`src/hw/rtl/oaif_pkg.sv`:
```
package oaif_pkg;

  localparam int Depth     = 16;
  localparam int DataWidth = 32;
  localparam int PosW      = $clog2(Depth);
  localparam int CntW      = $clog2(Depth + 1);

  localparam logic [1:0] CMD_INSERT = 2'd0;
  localparam logic [1:0] CMD_REMOVE = 2'd1;
  localparam logic [1:0] CMD_FIND   = 2'd2;

  localparam logic [2:0] ST_OK       = 3'd0;
  localparam logic [2:0] ST_FULL     = 3'd1;
  localparam logic [2:0] ST_EMPTY    = 3'd2;
  localparam logic [2:0] ST_NOTFOUND = 3'd3;
  localparam logic [2:0] ST_BADPOS   = 3'd4;

  localparam logic [4:0] CapacityReset = 5'd10;

  typedef struct packed {
    logic                        ins;
    logic                        rem;
    logic [PosW-1:0]             pos;
    logic [CntW-1:0]             count;
    logic signed [DataWidth-1:0] value;
  } oaif_bcast_t;

endpackage

```
`src/hw/rtl/oaif_cell.sv`:
```
module oaif_cell import oaif_pkg::*; (
  input  logic                        clk,
  input  logic [PosW-1:0]             idx,
  input  oaif_bcast_t                 bc,
  input  logic signed [DataWidth-1:0] left,
  input  logic signed [DataWidth-1:0] right,
  input  logic                        found_in,
  output logic signed [DataWidth-1:0] entry,
  output logic                        found_out,
  output logic                        first
);

  logic [CntW-1:0] idx_w;
  logic            active;
  logic            hit;

  assign idx_w     = CntW'(idx);
  assign active    = idx_w < bc.count;
  assign hit       = active && (entry == bc.value);
  assign found_out = found_in | hit;
  assign first     = hit & ~found_in;

  always_ff @(posedge clk) begin
    if (bc.ins) begin
      if (idx == bc.pos) begin
        entry <= bc.value;
      end else if ((idx > bc.pos) && (idx_w <= bc.count)) begin
        entry <= left;
      end
    end else if (bc.rem) begin
      if ((idx >= bc.pos) && ((idx_w + CntW'(1)) < bc.count)) begin
        entry <= right;
      end
    end
  end

endmodule

```
`src/hw/rtl/ordered_array_insert_remove_find.sv`:
```
// Packed list of up to 16 signed 32-bit values, kept in a row of cells.
// Commands arrive on the input channel (in_valid / in_stall) as one beat:
//   cmd 0 insert value at position, cmd 1 remove entry at position,
//   cmd 2 find first position holding value; cmd 3 does nothing.
// Each command gives exactly one result beat on the output channel
// (out_valid / out_stall): status, found_position and count after it.
// The result is registered: an accepted beat shows its result in the cycle
// after acceptance. One command per cycle is sustained while no result is
// stalled, set by the single shift/compare step of the cell row; the result
// register lets the next command in while the previous result is being taken.
// While out_stall holds a pending result, in_stall is raised and the result
// is held unchanged until taken.
// cfg_write / cfg_wdata set the capacity (insert reports full at or above
// it, values above 16 act as 16); write only while idle.
// Reset empties the list, sets capacity to 10 and drops any pending result.
module ordered_array_insert_remove_find import oaif_pkg::*; (
  input  logic                        clk,
  input  logic                        rst,
  input  logic                        cfg_write,
  input  logic [4:0]                  cfg_wdata,
  input  logic                        in_valid,
  output logic                        in_stall,
  input  logic [1:0]                  cmd,
  input  logic signed [DataWidth-1:0] value,
  input  logic [PosW-1:0]             position,
  output logic                        out_valid,
  input  logic                        out_stall,
  output logic [2:0]                  status,
  output logic [PosW-1:0]             found_position,
  output logic [CntW-1:0]             count
);

  logic [4:0]                  capacity;
  logic [CntW-1:0]             eff_cap;
  logic [CntW-1:0]             entry_count;
  logic [CntW-1:0]             entry_count_next;
  logic                        acc;
  logic                        ins_ok;
  logic                        rem_ok;
  logic [2:0]                  status_next;
  logic [PosW-1:0]             fpos_next;
  oaif_bcast_t                 bc;
  logic signed [DataWidth-1:0] ent   [Depth];
  logic                        fchain[Depth+1];
  logic [Depth-1:0]            first;
  logic [PosW-1:0]             fpos_or;

  assign in_stall = out_valid & out_stall;
  assign acc      = in_valid & ~in_stall;
  assign eff_cap  = (CntW'(capacity) > CntW'(Depth)) ? CntW'(Depth) : CntW'(capacity);

  assign ins_ok = acc && (cmd == CMD_INSERT) && (entry_count < eff_cap)
                  && (CntW'(position) <= entry_count);
  assign rem_ok = acc && (cmd == CMD_REMOVE) && (entry_count != '0)
                  && (CntW'(position) < entry_count);

  assign bc.ins   = ins_ok;
  assign bc.rem   = rem_ok;
  assign bc.pos   = position;
  assign bc.count = entry_count;
  assign bc.value = value;

  assign fchain[0] = 1'b0;

  for (genvar i = 0; i < Depth; i++) begin : g_cell
    oaif_cell u_cell (
      .clk       (clk),
      .idx       (PosW'(i)),
      .bc        (bc),
      .left      ((i == 0) ? '0 : ent[(i == 0) ? 0 : i-1]),
      .right     ((i == Depth-1) ? '0 : ent[(i == Depth-1) ? i : i+1]),
      .found_in  (fchain[i]),
      .entry     (ent[i]),
      .found_out (fchain[i+1]),
      .first     (first[i])
    );
  end

  always_comb begin
    fpos_or = '0;
    for (int i = 0; i < Depth; i++) begin
      if (first[i]) begin
        fpos_or = fpos_or | PosW'(i);
      end
    end
  end

  always_comb begin
    entry_count_next = entry_count;
    status_next      = ST_OK;
    fpos_next        = '0;
    case (cmd)
      CMD_INSERT: begin
        if (entry_count >= eff_cap) begin
          status_next = ST_FULL;
        end else if (CntW'(position) > entry_count) begin
          status_next = ST_BADPOS;
        end else begin
          entry_count_next = entry_count + CntW'(1);
        end
      end
      CMD_REMOVE: begin
        if (entry_count == '0) begin
          status_next = ST_EMPTY;
        end else if (CntW'(position) >= entry_count) begin
          status_next = ST_BADPOS;
        end else begin
          entry_count_next = entry_count - CntW'(1);
        end
      end
      CMD_FIND: begin
        if (fchain[Depth]) begin
          fpos_next = fpos_or;
        end else begin
          status_next = ST_NOTFOUND;
        end
      end
      default: begin
      end
    endcase
  end

  always_ff @(posedge clk) begin
    if (rst) begin
      capacity    <= CapacityReset;
      entry_count <= '0;
      out_valid   <= 1'b0;
    end else begin
      if (cfg_write) begin
        capacity <= cfg_wdata;
      end
      if (acc) begin
        entry_count <= entry_count_next;
        out_valid   <= 1'b1;
      end else if (!out_stall) begin
        out_valid <= 1'b0;
      end
    end
  end

  always_ff @(posedge clk) begin
    if (acc) begin
      status         <= status_next;
      found_position <= fpos_next;
      count          <= entry_count_next;
    end
  end

  a_count_bound: assert property (@(posedge clk) disable iff (rst)
    entry_count <= CntW'(Depth))
    else $error("entry count above depth");

  a_insert_grows: assert property (@(posedge clk) disable iff (rst)
    ins_ok |=> entry_count == $past(entry_count) + CntW'(1))
    else $error("insert did not grow the list");

  a_remove_shrinks: assert property (@(posedge clk) disable iff (rst)
    rem_ok |=> entry_count == $past(entry_count) - CntW'(1))
    else $error("remove did not shrink the list");

  a_single_first: assert property (@(posedge clk) disable iff (rst)
    $onehot0(first))
    else $error("more than one first match");

  a_count_matches: assert property (@(posedge clk) disable iff (rst)
    acc |=> count == entry_count)
    else $error("reported count differs from list count");

endmodule
```
`config.mk`:
```
export PLATFORM = sky130hd
export DESIGN_NAME = ordered_array_insert_remove_find
export DESIGN_NICKNAME = d
export VERILOG_FILES = /design/src/hw/rtl/oaif_pkg.sv /design/src/hw/rtl/oaif_cell.sv /design/src/hw/rtl/ordered_array_insert_remove_find.sv
export SDC_FILE = /design/constraint.sdc
export NUM_CORES = 2
export LEC_CHECK = 0
export ABC_CLOCK_PERIOD_IN_PS = 5900
export BUFFER_PORTS_ARGS = -buffer_cell sky130_fd_sc_hd__buf_2
export CAP_MARGIN = 20
export CORE_UTILIZATION = 40
export DETAILED_ROUTE_END_ITERATION = 16
export HOLD_SLACK_MARGIN = 0.05
export PLACE_DENSITY = 0.65
export SLEW_MARGIN = 20
export SYNTH_ARGS = -nofsm -noshare
export SYNTH_HDL_FRONTEND = slang
export SYNTH_SLANG_ARGS = --single-unit
```
`constraint.sdc`:
```
create_clock -name clk -period 5.9 [get_ports clk]
set_clock_uncertainty 0.2 [all_clocks]
set_input_delay 0.59 -clock clk [delete_from_list [all_inputs] [get_ports clk]]
set_output_delay 0.59 -clock clk [all_outputs]
set_load 0.005 [all_outputs]
```
==> impl_summary.txt <==
----------------------------------------------------
[Clock network]
  Worst-Skew Late Latency ... 0.65 ns
  Clock transition at the registers of the reported paths ... 0.06 ns
  Max clock buf depth ... 3
  H-tree lvl count ... 2
  TritonCTS Sinks ... 535
  Clock root buffer ... sky130_fd_sc_hd__clkbuf_16
  Cts bufs inserted ... 59
  TritonCTS clock tree ... done

[Power]
  Maximum ir drop on the vdd rail ... 0.2619 mV
  Cell Pwr Density ... 235.0 nW/µm²
  Leakage power total ... 13.55 nW
  Pwr Total ... 0.008673 W

[Drt]
  Avg WL per Cell ... 24.31 µm
  Vias post-DR ... 26,066
  Detailed-route DRC error count ... 0
  DRT Wirelength ... 108.1 mm
  Number of design-rule violations left by the first detailed-router iteration ... 3,409
  Antenna Violating Nets Remaining ... 0
  Vias per Instance ... 5.861
  Iteration count of the initial detailed-routing pass ... 6

[STA]
  Final-report setup violation count ... 0
  Max-slew headroom ... 0.1331
  Total negative slack ... 0 ns
  RSZ-0062 raised after global routing ... false
  Min Tclk post-route ... 4.635 ns
  Measured slew at the worst slew-check pin ... 1.288 ns
  Smallest setup slack after layout ... 1.265 ns
  Final number of max-transition violations ... 0
  Final hold violations ... 0
  Fmax ... 0.2158 GHz
  Ratio of final minimum period to clock period ... 0.7855

[Worst hold path]
  Hold Path Class ... in -> reg
  HP Start ... cfg_write
  Cell depth of the worst hold path ... 2
  Worst Hold Endpoint ... capacity[1]$_SDFFE_PP1P_

[Yosys]
  Syn Area/Cell ... 10.12 µm²
  Yosys warning total ... 0
  Sequential element share of the synthesized area ... 0.4686
  Top-area cell type share of the netlist area ... 0.4621
  Proportion of synthesized flip-flops having asynchronous set or reset ... 0
  Synth Register Bits ... 535
  Most area-hungry cell type in the Yosys netlist ... sky130_fd_sc_hd__edfxtp_1
  Top area cells in the synthesized netlist ... sky130_fd_sc_hd__edfxtp_1, sky130_fd_sc_hd__mux2i_1, sky130_fd_sc_hd__xor2_1
  Post-synthesis instance area ... 34,050 µm²
  Synth cell types ... 64
  Number of flops mapped to enable cells by yosys ... 524
  Post-Syn Instances ... 3,364
  Post-Syn Nets ... 3,426
  Prevailing post-synth register cell ... sky130_fd_sc_hd__edfxtp_1

[Die]
  Site Rows ... 106
  Die height ... 293.8 µm
  IO Pins ... 62
  Overall die area ... 86,290 µm²
  Core area ... 83,950 µm²
  Effective utilization at floorplan ... 0.4056
  Die W ... 293.8 µm

[Placement]
  PortBufs ... 61
  Gp weighted congestion ... 0.9165
  HPWL Detailed ... 75.99 mm
  Minimum setup slack after placement ... 1.338 ns
  Number of instances in the placed design ... 4,325

[Worst setup path]
  Worst flop-to-flop path endpoint ... g_cell[2].u_cell.entry[3]$_DFFE_PP_
  Worst reg-to-reg path cell count ... 9
  Worst-case register-to-register setup slack ... 1.27 ns
  Category of the most critical setup path ... reg -> reg
  CP required ... 6.03 ns
  Largest fanout on the critical path ... 239
  Data arrival time at the worst-slack endpoint ... 4.77 ns
  Beginning of the worst register-to-register path ... entry_count[3]$_SDFFE_PP0P_
  Setup crit start kind ... flip-flop
  Nature of the critical path endpoint ... flip-flop

[Layout]
  Final Instance Count excl. Fillers ... 4,447
  Final core area utilization ... 0.4397
  Number of fill cells ... 7,968
  Share of layout cells above drive strength 1 ... 0.08283
  Area growth from synthesis to layout ... 8.411%
  Final net count ... 3,323

[GRT]
  Antenna violations before repair ... 10
  Global-route wire length before repair ... 160.2 mm
  Remaining global-route overflow ... 0
  Number of global-route vias before repair ... 24,490
  Largest net degree at the start of global routing ... 275
  Total Routing Usage GR ... 0.2452

[Flow run]
  Count of max-cap constraint violations ... 0

[Outcome]
  Result of the run ... completed

----------------------------------------------------
==> Yosys cell counts (4+ instances only) <==
cell / number
sky130_fd_sc_hd__ha_1: 14
sky130_fd_sc_hd__clkbuf_1: 152
sky130_fd_sc_hd__nor4_2: 4
sky130_fd_sc_hd__buf_6: 23
sky130_fd_sc_hd__o21ai_0: 469
sky130_fd_sc_hd__dfxtp_1: 11
sky130_fd_sc_hd__inv_1: 18
sky130_fd_sc_hd__buf_4: 26
sky130_fd_sc_hd__nand2b_1: 4
sky130_fd_sc_hd__nor3b_1: 4
sky130_fd_sc_hd__o31ai_1: 4
sky130_fd_sc_hd__or3_1: 5
sky130_fd_sc_hd__nand2_1: 615
sky130_fd_sc_hd__mux2i_1: 439
sky130_fd_sc_hd__nor2_1: 48
sky130_fd_sc_hd__nand4_1: 72
sky130_fd_sc_hd__xor2_1: 273
sky130_fd_sc_hd__a21oi_1: 72
sky130_fd_sc_hd__nor2_2: 4
sky130_fd_sc_hd__nand3_1: 49
sky130_fd_sc_hd__nor3_1: 24
sky130_fd_sc_hd__o21ai_1: 6
sky130_fd_sc_hd__edfxtp_1: 524
sky130_fd_sc_hd__nor4_1: 75
sky130_fd_sc_hd__nor2b_1: 11
sky130_fd_sc_hd__xnor2_1: 232
sky130_fd_sc_hd__xnor2_2: 5
sky130_fd_sc_hd__buf_2: 108
sky130_fd_sc_hd__a31oi_1: 10
sky130_fd_sc_hd__o21a_1: 5
==> metal layers <==
metal,share of wire,up-vias,track usage
li1,-,11701,-
met3,0.11,152,0.05733
met2,0.44,1240,0.3669
met5,0.00055,-,0
met1,0.43,12963,0.3590
met4,0.020,10,0.05030
==> repair_timing <==
item                                   4_1_cts  5_1_grt
endpoints found under the hold margin        6        0
resized for setup                            0        0
hold buffers                                 6        0
buffers inserted                             0        0
==> cells in the final DEF (no fill, tap or decap), drive strengths merged, types with 21 or more instances in the layout <==
cell type  count
nor4          79
nand3         50
o21ai        475
xnor2        237
nand4         72
a21oi         72
nand2        616
nor2          52
inv           21
edfxtp       524
nor3          26
clkbuf        85
buf          144
clkinv        21
xor2         273
mux2i        439
==> cell type report <==
cell class	count	area, µm²	share of cell area
Multi-Input combinational cell	2494	16580	0.4492
Timing Repair Buffer	150	1091	0.02956
Antenna cell	5	12.51	0.0003390
Clock inverter	23	150.1	0.004068
Inverter	21	78.83	0.002135
Sequential cell	535	15960	0.4322
Clock buffer	85	1625	0.04403
Tap cell	1134	1419	0.03844
==> cells by family after synthesis <==
logic type / synth area share
flops: 0.4686
mux: 0.1291
buf+inv: 0.05034
fa+ha+maj: 0.005145
compound gates: 0.09238
xor+xnor: 0.1323
simple gates: 0.1222
==> critical path: stages, from the launching register on <==
cell	delay, ns
sky130_fd_sc_hd__dfxtp_1	0.69
sky130_fd_sc_hd__clkinv_1	0.41
sky130_fd_sc_hd__ha_1	0.40
sky130_fd_sc_hd__nand4_1	0.13
sky130_fd_sc_hd__nor2_1	0.07
sky130_fd_sc_hd__a211oi_1	0.72
sky130_fd_sc_hd__a211o_4	0.29
sky130_fd_sc_hd__buf_4	0.35
sky130_fd_sc_hd__buf_12	0.58
sky130_fd_sc_hd__o21ai_0	0.24
==> worst max-delay path by stage <==
stage | start | to | slack [ns] | depth (start not counted)
after floorplan | entry_count[1]$_SDFFE_PP0P_ | g_cell[9].u_cell.entry[0]$_DFFE_PP_ | 0.16 | 14
after global placement | position[1] | g_cell[4].u_cell.entry[25]$_DFFE_PP_ | 1.50 | 10
after detailed placement | position[0] | g_cell[1].u_cell.entry[5]$_DFFE_PP_ | 1.34 | 11
after CTS | entry_count[1]$_SDFFE_PP0P_ | g_cell[4].u_cell.entry[24]$_DFFE_PP_ | 1.40 | 10
after global routing | entry_count[1]$_SDFFE_PP0P_ | g_cell[4].u_cell.entry[5]$_DFFE_PP_ | 1.09 | 10
final | entry_count[3]$_SDFFE_PP0P_ | g_cell[2].u_cell.entry[3]$_DFFE_PP_ | 1.27 | 9
==> per-stage QoR <==
stage               hold WS [ns]  area [µm²]
floorplan                 0.2520       34060
global placement          0.2901       34990
CTS                      0.06090       36830
detailed placement        0.2961       34990
finish                   0.08843       36910
global route             0.08417       36900
==> where the power goes <==
group          internal, W  switching (W)
clock              0.00195        0.00162
combinational     0.000290       0.000599
sequential         0.00418      0.0000315
total              0.00642        0.00225
==> sequential cells by signal, summed over array words and instances (netlist names) <==
| name | count |
|---|---|
| capacity | 5 |
| status | 3 |
| out_valid | 1 |
| entry_count | 5 |
| g_cell.u_cell.entry | 512 |
| found_position | 4 |
| count | 5 |
Power figures use the tool's default switching activity.
